==> src/rtl/core/pwfe_pkg.sv <==
// ----------------------------------------------------------------------------
// pwfe_pkg
// Shared types, constants and the CRC-16/MODBUS byte update for the
// pulse-width frame encoder.
// ----------------------------------------------------------------------------
package pwfe_pkg;

    // CRC-16/MODBUS
    localparam logic [15:0] CRC_INIT = 16'hFFFF;
    localparam logic [15:0] CRC_POLY = 16'hA001;
    localparam int unsigned BITS_PER_BYTE = 8;

    // Field widths
    localparam int unsigned BYTE_W = 8;
    localparam int unsigned MARK_W = 16;
    localparam int unsigned DUR_W  = 20;
    localparam int unsigned IDX_W  = 3;

    // Register indexes
    localparam logic [IDX_W-1:0] REG_START_MARK = 3'd0;
    localparam logic [IDX_W-1:0] REG_SPACE      = 3'd1;
    localparam logic [IDX_W-1:0] REG_ONE_MARK   = 3'd2;
    localparam logic [IDX_W-1:0] REG_ZERO_MARK  = 3'd3;
    localparam logic [IDX_W-1:0] REG_GAP        = 3'd4;

    // Register reset values
    localparam logic [MARK_W-1:0] START_MARK_RST = 16'd2400;
    localparam logic [MARK_W-1:0] SPACE_RST      = 16'd600;
    localparam logic [MARK_W-1:0] ONE_MARK_RST   = 16'd1200;
    localparam logic [MARK_W-1:0] ZERO_MARK_RST  = 16'd600;
    localparam logic [DUR_W-1:0]  GAP_RST        = 20'd5000;

    // Segment layout: one unit of 19 segments, a byte is 18 of them plus a gap
    localparam int unsigned UNIT_SEGS = 19;
    localparam int unsigned SEG_W     = 5;
    localparam logic [SEG_W-1:0] SEG_LAST = 5'(UNIT_SEGS - 1);

    // Units of one job: data byte, CRC high byte, CRC low byte
    localparam logic [1:0] UNIT_DATA   = 2'd0;
    localparam logic [1:0] UNIT_CRC_HI = 2'd1;
    localparam logic [1:0] UNIT_CRC_LO = 2'd2;

    // Queue depth between front and back
    localparam int unsigned QUEUE_DEPTH_DEF = 2;

    // One classified job handed from front to back
    typedef struct packed {
        logic [BYTE_W-1:0] data_byte;
        logic              eof;
        logic [15:0]       crc;
    } job_t;

    // Configuration register set
    typedef struct packed {
        logic [MARK_W-1:0] start_mark_us;
        logic [MARK_W-1:0] space_us;
        logic [MARK_W-1:0] one_mark_us;
        logic [MARK_W-1:0] zero_mark_us;
        logic [DUR_W-1:0]  gap_us;
    } cfg_t;

    // Fold one byte into the running CRC, LSB first
    function automatic logic [15:0] crc_feed(input logic [15:0] crc_in,
                                             input logic [BYTE_W-1:0] b);
        logic [15:0] c;
        c = crc_in ^ {8'h00, b};
        for (int k = 0; k < BITS_PER_BYTE; k++) begin
            if (c[0])
                c = (c >> 1) ^ CRC_POLY;
            else
                c = c >> 1;
        end
        return c;
    endfunction

endpackage

==> src/rtl/core/pulse_width_frame_encoder_crc16_unit.sv <==
// ----------------------------------------------------------------------------
// pulse_width_frame_encoder_crc16_unit
// Pulse-width carrier encoder for frame bytes with a CRC-16/MODBUS trailer.
// ----------------------------------------------------------------------------
// Each pushed byte comes out as 19 carrier segments (start mark, space, eight
// LSB-first bit marks each followed by a space, then a gap); a byte pushed
// with end_of_frame adds an extra gap, the CRC high byte, a gap and the CRC
// low byte, 57 segments in all, and the CRC restarts at 0xFFFF. The segment
// sequencer emits one segment per cycle while the result register is empty
// or being popped; bytes are queued in a short job queue (QUEUE_DEPTH
// entries) so pushes overlap output of earlier bytes, and a result register
// lets the next segment be prepared while the current one waits for pop.
// last_segment marks the final segment of each pushed byte. Write the
// duration registers only while the block is idle.
module pulse_width_frame_encoder_crc16_unit
#(
    parameter int unsigned QUEUE_DEPTH = pwfe_pkg::QUEUE_DEPTH_DEF
)
(
    input  logic                  clk,
    input  logic                  rst_n,
    input  logic                  push,
    output logic                  full,
    input  logic [7:0]            data_byte,
    input  logic                  end_of_frame,
    output logic                  empty,
    input  logic                  pop,
    output logic                  carrier_on,
    output logic [19:0]           duration_us,
    output logic                  last_segment,
    input  logic                  cfg_valid,
    output logic                  cfg_ready,
    input  logic [2:0]            cfg_index,
    input  logic [19:0]           cfg_data
);
    import pwfe_pkg::*;

    cfg_t  cfg_reg;
    cfg_t  cfg_next;
    logic  q_push;
    job_t  q_wr_job;
    logic  q_full;
    logic  q_pop;
    job_t  q_rd_job;
    logic  q_valid;

    assign cfg_ready = 1'b1;
    assign full      = q_full;

    // Decode configuration writes
    always_comb
    begin
        cfg_next = cfg_reg;
        if (cfg_valid && cfg_ready)
        begin
            case (cfg_index)
                REG_START_MARK: cfg_next.start_mark_us = cfg_data[MARK_W-1:0];
                REG_SPACE:      cfg_next.space_us      = cfg_data[MARK_W-1:0];
                REG_ONE_MARK:   cfg_next.one_mark_us   = cfg_data[MARK_W-1:0];
                REG_ZERO_MARK:  cfg_next.zero_mark_us  = cfg_data[MARK_W-1:0];
                REG_GAP:        cfg_next.gap_us        = cfg_data;
                default:        cfg_next = cfg_reg;
            endcase
        end
    end

    always_ff @(posedge clk or negedge rst_n)
    begin
        if (!rst_n)
        begin
            cfg_reg.start_mark_us <= START_MARK_RST;
            cfg_reg.space_us      <= SPACE_RST;
            cfg_reg.one_mark_us   <= ONE_MARK_RST;
            cfg_reg.zero_mark_us  <= ZERO_MARK_RST;
            cfg_reg.gap_us        <= GAP_RST;
        end
        else
        begin
            cfg_reg <= cfg_next;
        end
    end

    pwfe_front u_front
    (
        .clk          (clk),
        .rst_n        (rst_n),
        .push         (push),
        .data_byte    (data_byte),
        .end_of_frame (end_of_frame),
        .q_full       (q_full),
        .q_push       (q_push),
        .q_job        (q_wr_job)
    );

    pwfe_queue #(
        .DEPTH (QUEUE_DEPTH)
    ) u_queue
    (
        .clk      (clk),
        .rst_n    (rst_n),
        .wr_en    (q_push),
        .wr_job   (q_wr_job),
        .full     (q_full),
        .rd_en    (q_pop),
        .rd_job   (q_rd_job),
        .rd_valid (q_valid)
    );

    pwfe_back u_back
    (
        .clk          (clk),
        .rst_n        (rst_n),
        .cfg          (cfg_reg),
        .q_valid      (q_valid),
        .q_job        (q_rd_job),
        .q_pop        (q_pop),
        .pop          (pop),
        .empty        (empty),
        .carrier_on   (carrier_on),
        .duration_us  (duration_us),
        .last_segment (last_segment)
    );

endmodule

==> src/rtl/core/pwfe_front.sv <==
// ----------------------------------------------------------------------------
// pwfe_front
// Accepts frame bytes, runs the CRC and classifies each byte into a job
// (plain byte, or end-of-frame byte carrying the finished CRC).
// ----------------------------------------------------------------------------
module pwfe_front
(
    input  logic                  clk,
    input  logic                  rst_n,
    input  logic                  push,
    input  logic [7:0]            data_byte,
    input  logic                  end_of_frame,
    input  logic                  q_full,
    output logic                  q_push,
    output pwfe_pkg::job_t        q_job
);
    import pwfe_pkg::*;

    logic [15:0] crc_reg;
    logic [15:0] crc_next;
    logic [15:0] crc_fed;
    logic        accept;

    assign accept  = push && !q_full;
    assign crc_fed = crc_feed(crc_reg, data_byte);

    // Build the job from the byte and the updated CRC
    assign q_push          = accept;
    assign q_job.data_byte = data_byte;
    assign q_job.eof       = end_of_frame;
    assign q_job.crc       = crc_fed;

    // Advance the CRC, restart it after the frame's last byte
    always_comb
    begin
        crc_next = crc_reg;
        if (accept)
        begin
            crc_next = end_of_frame ? CRC_INIT : crc_fed;
        end
    end

    always_ff @(posedge clk or negedge rst_n)
    begin
        if (!rst_n)
        begin
            crc_reg <= CRC_INIT;
        end
        else
        begin
            crc_reg <= crc_next;
        end
    end

endmodule

==> src/rtl/core/pwfe_queue.sv <==
// ----------------------------------------------------------------------------
// pwfe_queue
// Short job queue between front and back so each side stalls on its own.
// ----------------------------------------------------------------------------
module pwfe_queue
#(
    parameter int unsigned DEPTH = pwfe_pkg::QUEUE_DEPTH_DEF
)
(
    input  logic                  clk,
    input  logic                  rst_n,
    input  logic                  wr_en,
    input  pwfe_pkg::job_t        wr_job,
    output logic                  full,
    input  logic                  rd_en,
    output pwfe_pkg::job_t        rd_job,
    output logic                  rd_valid
);
    import pwfe_pkg::*;

    localparam int unsigned PTR_W = (DEPTH > 1) ? $clog2(DEPTH) : 1;
    localparam int unsigned CNT_W = $clog2(DEPTH + 1);
    localparam logic [PTR_W-1:0] PTR_MAX = PTR_W'(DEPTH - 1);
    localparam logic [CNT_W-1:0] CNT_MAX = CNT_W'(DEPTH);

    job_t             slot_reg [DEPTH];
    logic [PTR_W-1:0] wr_ptr_reg;
    logic [PTR_W-1:0] wr_ptr_next;
    logic [PTR_W-1:0] rd_ptr_reg;
    logic [PTR_W-1:0] rd_ptr_next;
    logic [CNT_W-1:0] count_reg;
    logic [CNT_W-1:0] count_next;
    logic             do_wr;
    logic             do_rd;

    assign full     = (count_reg == CNT_MAX);
    assign rd_valid = (count_reg != '0);
    assign rd_job   = slot_reg[rd_ptr_reg];
    assign do_wr    = wr_en && !full;
    assign do_rd    = rd_en && rd_valid;

    // Advance pointers and fill count
    always_comb
    begin
        wr_ptr_next = wr_ptr_reg;
        rd_ptr_next = rd_ptr_reg;
        count_next  = count_reg;
        if (do_wr)
        begin
            wr_ptr_next = (wr_ptr_reg == PTR_MAX) ? '0 : wr_ptr_reg + 1'b1;
        end
        if (do_rd)
        begin
            rd_ptr_next = (rd_ptr_reg == PTR_MAX) ? '0 : rd_ptr_reg + 1'b1;
        end
        if (do_wr && !do_rd)
        begin
            count_next = count_reg + 1'b1;
        end
        else if (do_rd && !do_wr)
        begin
            count_next = count_reg - 1'b1;
        end
    end

    always_ff @(posedge clk or negedge rst_n)
    begin
        if (!rst_n)
        begin
            wr_ptr_reg <= '0;
            rd_ptr_reg <= '0;
            count_reg  <= '0;
        end
        else
        begin
            wr_ptr_reg <= wr_ptr_next;
            rd_ptr_reg <= rd_ptr_next;
            count_reg  <= count_next;
        end
    end

    // Hold the job payload
    always_ff @(posedge clk)
    begin
        if (do_wr)
        begin
            slot_reg[wr_ptr_reg] <= wr_job;
        end
    end

endmodule

==> src/rtl/core/pwfe_back.sv <==
// ----------------------------------------------------------------------------
// pwfe_back
// Segment sequencer: walks one job through its 19 or 57 carrier segments,
// one per cycle while the result register is empty or popped, into the result register.
// ----------------------------------------------------------------------------
module pwfe_back
(
    input  logic                  clk,
    input  logic                  rst_n,
    input  pwfe_pkg::cfg_t        cfg,
    input  logic                  q_valid,
    input  pwfe_pkg::job_t        q_job,
    output logic                  q_pop,
    input  logic                  pop,
    output logic                  empty,
    output logic                  carrier_on,
    output logic [19:0]           duration_us,
    output logic                  last_segment
);
    import pwfe_pkg::*;

    logic              busy_reg;
    logic              busy_next;
    job_t              job_reg;
    job_t              job_next;
    logic [1:0]        unit_reg;
    logic [1:0]        unit_next;
    logic [SEG_W-1:0]  seg_reg;
    logic [SEG_W-1:0]  seg_next;
    logic              out_valid_reg;
    logic              out_valid_next;
    logic              out_on_reg;
    logic              out_on_next;
    logic [DUR_W-1:0]  out_dur_reg;
    logic [DUR_W-1:0]  out_dur_next;
    logic              out_last_reg;
    logic              out_last_next;

    logic              advance;
    logic              is_gap;
    logic [SEG_W-1:0]  byte_seg;
    logic [7:0]        cur_byte;
    logic [2:0]        bit_idx;
    logic              cur_bit;
    logic              cur_on;
    logic [DUR_W-1:0]  cur_dur;
    logic              cur_last;
    logic              take;

    assign empty        = !out_valid_reg;
    assign carrier_on   = out_on_reg;
    assign duration_us  = out_dur_reg;
    assign last_segment = out_last_reg;

    // Result register frees up when empty or being read
    assign advance = !out_valid_reg || pop;

    // Decode the current segment: data unit ends in its gap, CRC units open with one
    always_comb
    begin
        if (unit_reg == UNIT_DATA)
        begin
            is_gap   = (seg_reg == SEG_LAST);
            byte_seg = seg_reg;
        end
        else
        begin
            is_gap   = (seg_reg == '0);
            byte_seg = seg_reg - 1'b1;
        end
        case (unit_reg)
            UNIT_DATA:   cur_byte = job_reg.data_byte;
            UNIT_CRC_HI: cur_byte = job_reg.crc[15:8];
            UNIT_CRC_LO: cur_byte = job_reg.crc[7:0];
            default:     cur_byte = job_reg.data_byte;
        endcase
        bit_idx = 3'(byte_seg[SEG_W-1:1] - 4'd1);
        cur_bit = cur_byte[bit_idx];
        if (is_gap)
        begin
            cur_on  = 1'b0;
            cur_dur = cfg.gap_us;
        end
        else if (byte_seg == '0)
        begin
            cur_on  = 1'b1;
            cur_dur = {4'd0, cfg.start_mark_us};
        end
        else if (byte_seg[0])
        begin
            cur_on  = 1'b0;
            cur_dur = {4'd0, cfg.space_us};
        end
        else
        begin
            cur_on  = 1'b1;
            cur_dur = cur_bit ? {4'd0, cfg.one_mark_us} : {4'd0, cfg.zero_mark_us};
        end
        cur_last = (seg_reg == SEG_LAST) && (!job_reg.eof || unit_reg == UNIT_CRC_LO);
    end

    // Take a new job when idle or when the last segment enters the result register this cycle
    assign take  = !busy_reg || (advance && cur_last);
    assign q_pop = take && q_valid;

    // Sequence segments and load the result register
    always_comb
    begin
        busy_next      = busy_reg;
        job_next       = job_reg;
        unit_next      = unit_reg;
        seg_next       = seg_reg;
        out_valid_next = out_valid_reg;
        out_on_next    = out_on_reg;
        out_dur_next   = out_dur_reg;
        out_last_next  = out_last_reg;
        if (advance)
        begin
            out_valid_next = busy_reg;
            out_on_next    = cur_on;
            out_dur_next   = cur_dur;
            out_last_next  = cur_last;
            if (busy_reg && !cur_last)
            begin
                if (seg_reg == SEG_LAST)
                begin
                    seg_next  = '0;
                    unit_next = unit_reg + 1'b1;
                end
                else
                begin
                    seg_next = seg_reg + 1'b1;
                end
            end
        end
        if (take)
        begin
            busy_next = q_valid;
            if (q_valid)
            begin
                job_next  = q_job;
                unit_next = UNIT_DATA;
                seg_next  = '0;
            end
        end
    end

    always_ff @(posedge clk or negedge rst_n)
    begin
        if (!rst_n)
        begin
            busy_reg      <= 1'b0;
            unit_reg      <= UNIT_DATA;
            seg_reg       <= '0;
            out_valid_reg <= 1'b0;
        end
        else
        begin
            busy_reg      <= busy_next;
            unit_reg      <= unit_next;
            seg_reg       <= seg_next;
            out_valid_reg <= out_valid_next;
        end
    end

    // Hold job and result payload
    always_ff @(posedge clk)
    begin
        job_reg      <= job_next;
        out_on_reg   <= out_on_next;
        out_dur_reg  <= out_dur_next;
        out_last_reg <= out_last_next;
    end

endmodule
==> config.mk <==
export PLATFORM = sky130hd
export DESIGN_NAME = pulse_width_frame_encoder_crc16_unit
export DESIGN_NICKNAME = d
export VERILOG_FILES = /design/src/rtl/core/pwfe_pkg.sv /design/src/rtl/core/pulse_width_frame_encoder_crc16_unit.sv /design/src/rtl/core/pwfe_front.sv /design/src/rtl/core/pwfe_queue.sv /design/src/rtl/core/pwfe_back.sv
export SDC_FILE = /design/constraint.sdc
export NUM_CORES = 1
export LEC_CHECK = 0
export ABC_AREA = 1
export BUFFER_PORTS_ARGS = -buffer_cell sky130_fd_sc_hd__buf_2
export CORE_UTILIZATION = 40
export DETAILED_ROUTE_END_ITERATION = 16
export GPL_ROUTABILITY_DRIVEN = 1
export SYNTH_ARGS = -nofsm -noshare
export SYNTH_HDL_FRONTEND = slang
export SYNTH_SLANG_ARGS = --single-unit
==> constraint.sdc <==
create_clock -name clk -period 3.4 [get_ports clk]
set_input_delay 0.68 -clock clk [delete_from_list [all_inputs] [get_ports clk]]
set_output_delay 0.68 -clock clk [all_outputs]
set_load 0.05 [all_outputs]
==> results of run 1 <==
[power by group]
group          internal, mW  switching (mW)  total (mW)
Combinational          1.31            2.95        4.26
Sequential             3.67           0.295        3.97
Clock                  1.70            1.01        2.71
Total                  6.69            4.25        10.9
[Yosys cell counts, types with 2 or more instances]
| cell type | count | area share (%) |
|---|---|---|
| dfstp_2 | 37 | 11 |
| buf_2 | 3 | 0.16 |
| o21ai_1 | 3 | 0.16 |
| nand2_2 | 7 | 0.48 |
| o211ai_1 | 3 | 0.24 |
| nand3_2 | 13 | 1.4 |
| a21oi_1 | 48 | 2.6 |
| nor3_1 | 2 | 0.11 |
| buf_1 | 2 | 0.082 |
| o21ai_2 | 2 | 0.19 |
| ha_1 | 9 | 1.2 |
| inv_1 | 69 | 2.8 |
| xor2_1 | 12 | 1.1 |
| dfrtp_1 | 76 | 21 |
| o21ai_0 | 92 | 5.0 |
| nand3b_1 | 2 | 0.16 |
| xnor2_1 | 4 | 0.38 |
| nor2_1 | 77 | 3.1 |
| clkbuf_1 | 29 | 1.2 |
| o22a_1 | 4 | 0.38 |
| buf_6 | 3 | 0.37 |
| nor2_2 | 3 | 0.20 |
| inv_2 | 5 | 0.20 |
| nand3_1 | 50 | 2.7 |
| a31oi_1 | 2 | 0.14 |
| nand2_1 | 246 | 10 |
| o22ai_1 | 8 | 0.54 |
| edfxtp_1 | 97 | 32 |
| buf_4 | 2 | 0.16 |
[worst max-delay path, cell delays in order (launching register included)]
cell      delay [ns]
dfrtp_1         0.43
inv_1           0.12
ha_1            0.33
o21ai_2         0.27
inv_2           0.11
ha_1            0.32
inv_1           0.05
o211ai_1        0.09
a21o_1          0.46
buf_4           0.31
nand3_2         0.08
nand3_1         0.10
nand2_1         0.05
a21oi_1         0.13
[final cells by class]
class	count	area, um^2	share of cell area (%)
Clock buffer	30	673	6.30
Clock inverter	12	173	1.62
Inverter	75	282	2.64
Multi-Input combinational cell	601	2960	27.7
Sequential cell	210	5790	54.2
Tap cell	285	357	3.34
Timing Repair Buffer	76	448	4.20
[worst max path at each step]
stage	to	slack (ns)	cells past startpoint
final	u_back.duration_us[7]	0.40	13
after global routing	u_back.duration_us[13]	0.07	15
after CTS	u_back.duration_us[7]	0.40	13
after detailed placement	u_back.duration_us[9]	0.44	13
after global placement	u_back.duration_us[14]	0.52	13
after floorplan	u_queue.count_reg[1]	0.42	13
[cells by family (layout without fill, tap and decap cells)]
logic type,after synthesis,in the layout,share of synthesized area [%]
AND/OR/NAND/NOR,406,406,18.9
flip-flops,210,210,62.9
AO/OA/AOI/OAI,166,166,9.69
buffers and inverters,114,193,5.02
XOR/XNOR,19,19,2.18
adder cells (fa/ha/maj),9,9,1.22
other,1,1,0.0408
[layout by cell type, fill, tap and decap left out, types with 2 or more instances in the layout]
master and instances:
nand3_2 13, dfrtp_1 76, clkbuf_8 5, ha_1 9
nand3b_1 2, clkinv_2 4, inv_1 69, nand2_2 7
o21ai_1 3, o21ai_2 2, a31oi_1 2, dfstp_2 37
clkinvlp_4 2, buf_12 2, o211ai_1 3, edfxtp_1 97
o21ai_0 92, nor2_1 75, o22a_1 4, xnor2_1 4
o22ai_1 8, nand3_1 50, nor3_1 2, nand2_1 246
a21oi_1 48, clkbuf_16 24, inv_2 5, xor2_1 12
buf_2 59, buf_4 15, nor2_2 5, bufinv_16 4
[per-layer routing]
metal,up-vias,share of wire [%]
li1,3187,-
met1,2949,47
met2,110,47
met3,33,3.9
met4,0,2.2
met5,-,0
[per-stage QoR]
| step | instance area (um^2) | util, % | cells |
|---|---|---|---|
| 2_1_floorplan | 9200 | - | 925 |
| 3_3_place_gp | 9830 | 43.6 | 1247 |
| 3_5_place_dp | 9830 | 43.6 | 1247 |
| 4_1_cts | 10700 | 47.3 | 1289 |
| 5_1_grt | 10700 | 47.3 | 1289 |
| 6_report | 10700 | 47.3 | 1289 |
==> run_results.csv, run 1 <==
group,metric,value,unit
setup_path,required,3.75,ns
timing,fmax,333,MHz
routing,firstDrtPassIters,4,
floorplanning,initial_utilization,40.7,%
floorplanning,io_pins,62,
setup_path,r2r_slack,0.40,ns
synthesis,ys_warn_count,0,
routing,vias,6279,
timing,fin_skew,0.0106,ns
place,hpwl,12200,um
synthesis,synthCells,925,
timing,slew_headroom,25.8,%
global_routing,gr-max-usage-layer,"met2",
clock_tree,post_cts_buffers,0,
global_routing,grtUsageMet1,22.5,%
clock_tree,clock_latency,0.51,ns
global_routing,gr-usage-met3,2.34,%
setup_path,critical_path_class,"reg2reg",
place,post-place-ws,0.440,ns
setup_path,startpoint,"u_back.seg_reg[0]",
finish,fillCellCount,2105,
timing,setup_ws,0.401,ns
finish,syn_to_final_growth,16.1,%
clock_tree,cts_sinks,210,
synthesis,ys.flop_type,"edfxtp_1",
global_routing,gr-usage-all-layers,16.5,%
timing,fin_crit_sh,88.2,%
setup_path,timing.critical_path.from_type,"flip-flop",
synthesis,postSynth.asyncResetShare,53.8,%
floorplanning,die_w,154,um
routing,vias_per_cell,4.87,
timing,hold_viol,0,
routing,ant_nets,0,
global_routing,antenna_found_initial,0,
global_routing,gr-usage-met2,27.8,%
clock_tree,cts_buffers,23,
timing,finalCriticalPeriod,3.00,ns
clock_tree,holdBufCountCts,0,
timing,slew_viol_final,0,
clock_tree,cts.repair.resized,0,
synthesis,synth-edff-count,97,
setup_path,arrival,3.35,ns
power_and_ir_drop,peakVddDrop,0.000551,V
timing,setup_violations,0,
finish,drive_above_1_share,19.3,%
power_and_ir_drop,p_total,10.9,mW
routing,drt_iter0_drc,357,
global_routing,grt_overflow,0,
synthesis,syn_area,9200,um^2
clock_tree,h-tree-depth,1,
job,max_cap_violations,0,
clock_tree,root_buffer,"clkbuf_16",
synthesis,synth_nets,971,
power_and_ir_drop,power.leakage,4.72,nW
place,io_buffer_count,60,
clock_tree,clockBufferDepth,3,
global_routing,grt_max_degree,46,
routing,drc,0,
power_and_ir_drop,powerDensity,1020,nW/um^2
finish,largest_register_ffs,84,
setup_path,r2r.worst_path.cells,13,
clock_tree,cts.reportedPaths.clkPinSlew,0.06,ns
floorplanning,dieArea,23600,um^2
synthesis,ys_seq_area_share,62.9,%
outcome,status,"finished clean",
floorplanning,die_y,154,um
clock_tree,cts_tree,"done",
hold_path,hp-class,"in2async",
finish,final_nets,1033,
timing,final.setup.tns,0,ns
global_routing,grt_pass1_wl,31300,um
finish,n_antenna_cell,0,
place,gp_congestion,0.810,
floorplanning,core,22600,um^2
floorplanning,fp-row-count,55,
synthesis,ys_ff_latch,210,
setup_path,crit_fanout,10,
setup_path,r2r-start,"u_back.seg_reg[0]",
routing,finalWirelength,18900,um
timing,whs,0.172,ns
global_routing,grt_pass1_vias,6045,
synthesis,ys_types,44,
timing,grt_setup_unrepaired,"false",
setup_path,worstSetupEndpointType,"flip-flop",
timing,tightestPinTransition,1.11,ns
routing,wl_per_cell,14.7,um
setup_path,r2r-end,"u_back.duration_us[7]",
synthesis,avgSynthCellArea,9.94,um^2
(Power assumes the default switching activity.)
==> run 2: changes to the inputs <==
Settings changed: PLACE_DENSITY_LB_ADDON set to 0.2.
==> run 2 against run 1 <==
Worst setup slack got worse by 0.010 ns. Fmax shrank 0.34%. Sequential cell count did not move. Non-clock buffer count grew 2. Design area about the same. Utilization barely moved. Clock power about the same. Final cell count rose by 0.31%. Critical path depth unchanged. Critical endpoint is now u_back.duration_us[6]. Largest cell class unchanged.
==> run_results.csv, run 2 (synthesis results as in run 1) <==
group,metric,value,unit
outcome,status,"finished clean",
clock_tree,clock_latency,0.53,ns
routing,vias_per_cell,4.90,
setup_path,r2r_slack,0.39,ns
setup_path,required,3.78,ns
job,max_cap_violations,0,
timing,grt_setup_unrepaired,"false",
place,io_buffer_count,60,
global_routing,grt_pass1_wl,33000,um
setup_path,timing.critical_path.from_type,"flip-flop",
clock_tree,post_cts_buffers,0,
setup_path,cp_slowest_cell,"a21o_1",
hold_path,hp-class,"in2async",
clock_tree,cts_tree,"done",
clock_tree,h-tree-depth,1,
timing,tightestPinTransition,1.10,ns
clock_tree,cts.reportedPaths.clkPinSlew,0.06,ns
routing,finalWirelength,19700,um
routing,drc,0,
finish,stdcell_area,10700,um^2
global_routing,grt_overflow,0,
power_and_ir_drop,peakVddDrop,0.000673,V
clock_tree,root_buffer,"clkbuf_16",
routing,drt_iter0_drc,336,
setup_path,crit_fanout,10,
floorplanning,core,22600,um^2
power_and_ir_drop,power.leakage,4.74,nW
setup_path,arrival,3.38,ns
finish,largest_register_ffs,84,
timing,fmax,332,MHz
setup_path,cp_cell_sequence,"inv_1 > ha_1 > o21ai_2 > inv_2 > ha_1 > inv_1 > o211ai_1 > a21o_1 > buf_4 > nand3_2 > nand3_1 > nand2_1 > a21oi_1",
floorplanning,dieArea,23600,um^2
timing,slew_viol_final,0,
timing,slew_headroom,26.2,%
finish,final_nets,1036,
routing,ant_nets,0,
finish,final_cell_mix,"246 x nand2_1, 97 x edfxtp_1, 92 x o21ai_0, 76 x dfrtp_1, 75 x nor2_1",
setup_path,worstSetupEndpointType,"flip-flop",
power_and_ir_drop,powerDensity,1030,nW/um^2
setup_path,critical_path_class,"reg2reg",
place,place_inst,1249,
global_routing,grt_pass1_vias,6350,
clock_tree,clockBufferDepth,3,
setup_path,cpLargestDelayFamily,"compound AO/OA/AOI/OAI gates",
timing,setup_violations,0,
routing,firstDrtPassIters,6,
power_and_ir_drop,p_total,11.0,mW
place,gp_congestion,0.820,
place,dpl_cell_area,9820,um^2
floorplanning,die_y,154,um
timing,fin_skew,0.0281,ns
floorplanning,fp-row-count,55,
global_routing,antenna_found_initial,0,
place,hpwl,12500,um
finish,final_common_cell,"nand2_1",
floorplanning,io_pins,62,
finish,n_antenna_cell,0,
timing,hold_viol,0,
global_routing,gr-usage-all-layers,17.6,%
clock_tree,holdBufCountCts,0,
timing,finalCriticalPeriod,3.01,ns
floorplanning,die_w,154,um
finish,drive_above_1_share,19.3,%
clock_tree,cts_sinks,210,
finish,syn_to_final_growth,16.2,%
setup_path,crit_buf_inv,4,
routing,vias,6334,
finish,stdcell_count,1293,
global_routing,grt_max_degree,58,
floorplanning,initial_utilization,40.7,%
setup_path,cp_slowest_stage_delay,0.44,ns
routing,wl_per_cell,15.2,um
timing,fin_crit_sh,88.5,%
clock_tree,cts.repair.resized,0,
timing,final.setup.tns,0,ns
clock_tree,cts_buffers,24,
-- run 2: changes by cell type in the layout (fill, tap and decap cells not counted), sizes merged --
| cell | before | now |
|---|---|---|
| clkinv | 6 | 7 |
| bufinv | 4 | 2 |
| clkbuf | 30 | 35 |
| clkinvlp | 2 | 0 |
| buf | 76 | 78 |
-- run 2: final cells by class --
cell class	count	area (um^2)
fill	2141	11900
inverter	75	282
timing repair buffer	78	438
sequential	210	5790
clock inverter	9	96.3
clock buffer	35	766
tap	285	357
multi-input combinational	601	2960
-- run 2: path summary, 6_finish.rpt --
kind                                     from                      end  cells past startpoint
hold / removal                          rst_n              cfg_reg[83]                      1
min in group clk                 data_byte[4]  u_queue.slot_reg[0][21]                      1
setup / recovery            u_back.seg_reg[0]    u_back.duration_us[6]                     13
hold reg to reg            u_front.crc_reg[8]       u_front.crc_reg[8]                      2
max in group asynchronous               rst_n      u_front.crc_reg[14]                      2
setup reg to reg            u_back.seg_reg[0]    u_back.duration_us[6]                     13
-- run 2: worst reg2reg max path: cells and delay by family (launching register included) --
family | cells | cell delay (ns)
buffers and inverters | 4 | 0.62
and+or+nand+nor | 3 | 0.24
DFF | 1 | 0.43
AOI/OAI and AO/OA | 4 | 0.93
adders and majority gates | 2 | 0.66
-- run 2: metal layers --
| metal | global-route usage [%] | wire length [um] | vias to the layer above |
|---|---|---|---|
| li1 | - | - | 3191 |
| met1 | 23.7 | 9230 | 3001 |
| met2 | 29.2 | 9270 | 115 |
| met3 | 2.79 | 821 | 27 |
| met4 | 5.33 | 328 | 0 |
| met5 | 0 | 0 | - |
-- run 2: power by group --
part,internal [mW],switching (mW)
Sequential,3.67,0.301
Clock,1.71,1.01
Combinational,1.31,2.98
-- run 2: through the flow --
step	utilization (%)	setup slack (ns)	hold WS [ns]
4_1_cts	47.3	0.397	0.255
3_3_place_gp	43.5	0.526	0.467
2_1_floorplan	-	0.418	0.384
3_5_place_dp	43.5	0.423	0.474
5_1_grt	47.3	0.0916	0.288
6_report	47.3	0.391	0.219
==> run 3: changes to the inputs <==
Settings changed: BUFFER_PORTS_ARGS -buffer_cell sky130_fd_sc_hd__buf_2 to not set, DONT_BUFFER_PORTS set to 1.
==> run 3 against run 2 <==
Design area decreased by 3.4%. Die area unchanged. Fmax decreased by 0.22%. Via count decreased by 2.8%. Register-to-register slack about the same. Routed wire length increased by 1.0%. Non-clock buffer count decreased by 61. Critical path depth increased by 1. First-iteration DRC count decreased by 12%. Critical path type unchanged. Largest power group is now registers.
==> run_results.csv, run 3 (synthesis results as in run 1) <==
group,metric,value,unit
outcome,status,"finished clean",
clock_tree,clockBufferDepth,3,
routing,finalWirelength,19800,um
power_and_ir_drop,peakVddDrop,0.000549,V
job,max_cap_violations,0,
power_and_ir_drop,sequentialPowerShare,41.1,%
finish,multi_input_area,2960,um^2
setup_path,required,3.75,ns
finish,n_antenna_cell,0,
global_routing,grt_pass1_wl,32600,um
place,place_inst,1186,
setup_path,r2r-start,"u_back.seg_reg[0]",
global_routing,grt_overflow,0,
setup_path,critical_path_class,"reg2reg",
setup_path,r2r-end,"u_back.duration_us[2]",
timing,fmax,332,MHz
routing,wl_per_cell,16.1,um
setup_path,cp_cell_sequence,"inv_1 > ha_1 > o21ai_2 > inv_2 > ha_1 > inv_1 > o21ai_0 > o22ai_1 > nand2_4 > nand2_8 > nand2_1 > nand3_1 > nand2_1 > a21oi_1",
clock_tree,clock_latency,0.51,ns
timing,fin_skew,0.0198,ns
routing,vias_per_cell,5.00,
setup_path,cp_slowest_cell,"dfrtp_1",
timing,finalCriticalPeriod,3.02,ns
place,io_buffer_count,0,
global_routing,grtUsageMet1,23.7,%
setup_path,crit_fanout,18,
timing,final.setup.tns,0,ns
power_and_ir_drop,power.leakage,4.45,nW
power_and_ir_drop,swShare,39.8,%
floorplanning,initial_utilization,40.7,%
place,gp_congestion,0.839,
timing,fin_crit_sh,88.7,%
finish,final_nets,975,
finish,stdcell_area,10300,um^2
setup_path,arrival,3.37,ns
clock_tree,post_cts_buffers,0,
power_and_ir_drop,clockPowerShare,23.5,%
global_routing,grt_pass1_vias,5979,
setup_path,cp_slowest_stage_delay,0.43,ns
clock_tree,root_buffer,"clkbuf_16",
global_routing,antenna_found_initial,0,
power_and_ir_drop,p_sw,4.26,mW
timing,setup_ws,0.385,ns
finish,stdcell_count,1232,
timing,slew_headroom,23.0,%
routing,vias,6158,
power_and_ir_drop,p_comb_share,35.3,%
finish,syn_to_final_growth,12.3,%
setup_path,r2r.worst_path.cells,14,
clock_tree,cts_buffers,24,
place,hpwl,12200,um
global_routing,gr-usage-met2,28.7,%
setup_path,timing.critical_path.from_type,"flip-flop",
hold_path,hp-class,"in2async",
power_and_ir_drop,powerDensity,1040,nW/um^2
finish,final_common_cell,"nand2_1",
place,dpl_cell_area,9500,um^2
routing,drc,0,
timing,hold_viol,0,
floorplanning,die_y,154,um
timing,tightestPinTransition,1.15,ns
power_and_ir_drop,p_int,6.45,mW
routing,drt_iter0_drc,296,
timing,grt_setup_unrepaired,"false",
clock_tree,cts.reportedPaths.clkPinSlew,0.06,ns
finish,seq_area,5790,um^2
routing,firstDrtPassIters,5,
finish,fillCellCount,2156,
finish,final_cell_mix,"246 x nand2_1, 97 x edfxtp_1, 92 x o21ai_0, 76 x dfrtp_1, 75 x nor2_1",
timing,setup_violations,0,
global_routing,gr-usage-all-layers,17.4,%
setup_path,worstSetupEndpointType,"flip-flop",
clock_tree,holdBufCountCts,2,
floorplanning,fp-row-count,55,
clock_tree,cts.repair.resized,0,
global_routing,gr-usage-met3,2.82,%
clock_tree,cts_tree,"done",
global_routing,gr-max-usage-layer,"met2",
routing,ant_nets,0,
place,post-place-ws,0.423,ns
timing,slew_viol_final,0,
floorplanning,io_pins,62,
global_routing,grt_max_degree,77,
setup_path,r2r_slack,0.38,ns
finish,drive_above_1_share,13.7,%
finish,largest_register_ffs,84,
floorplanning,dieArea,23600,um^2
clock_tree,cts_sinks,210,
clock_tree,h-tree-depth,1,
floorplanning,core,22600,um^2
floorplanning,die_w,154,um
run 3: worst max-delay path, delay by kind of cell, from the launching register on:
kind            cells  cell delay (ns)
compound gates      4             0.74
simple gates        5             0.69
fa+ha+maj           2             0.67
flops               1             0.43
buf+inv             3             0.32
run 3: how the worst max path moves through the flow:
stage | startpoint | endpoint
2_1_floorplan | u_back.seg_reg[0] | u_queue.count_reg[1]
5_1_grt | u_back.seg_reg[0] | u_back.duration_us[14]
6_report | u_back.seg_reg[0] | u_back.duration_us[2]
4_1_cts | u_back.seg_reg[0] | u_back.duration_us[2]
3_5_place_dp | u_back.seg_reg[0] | u_back.duration_us[2]
3_3_place_gp | u_back.seg_reg[0] | u_back.duration_us[11]
run 3: stage by stage:
| step | util (%) | hold WS [ns] | power [mW] |
|---|---|---|---|
| 2_1_floorplan | - | 0.384 | 7.38 |
| 3_3_place_gp | 42.1 | 0.387 | 8.13 |
| 3_5_place_dp | 42.1 | 0.389 | 8.22 |
| 4_1_cts | 45.7 | 0.00415 | 10.8 |
| 5_1_grt | 45.7 | 0.00171 | 11.4 |
| 6_report | 45.7 | 0.0286 | 10.7 |
run 3: final cells by class:
cell class | instances | area share (%)
sequential | 210 | 56.0
multi-input combinational | 601 | 28.7
clock buffer | 39 | 7.36
tap | 285 | 3.45
inverter | 75 | 2.73
timing repair buffer | 17 | 1.45
clock inverter | 5 | 0.303
run 3: power groups by stage:
stage / sequential (mW) / clock (mW) / combinational (mW)
final: 4.40 / 2.52 / 3.78
after global routing: 4.47 / 2.69 / 4.27
after CTS: 4.41 / 2.59 / 3.82
after detailed placement: 4.45 / 0 / 3.77
after global placement: 4.44 / 0 / 3.69
after floorplan: 4.34 / 0 / 3.04
run 3: routing by layer:
layer,share of wire [%],vias to the layer above
met5,0,-
li1,-,3061
met1,47,2939
met3,4.1,33
met4,2.1,0
met2,47,125
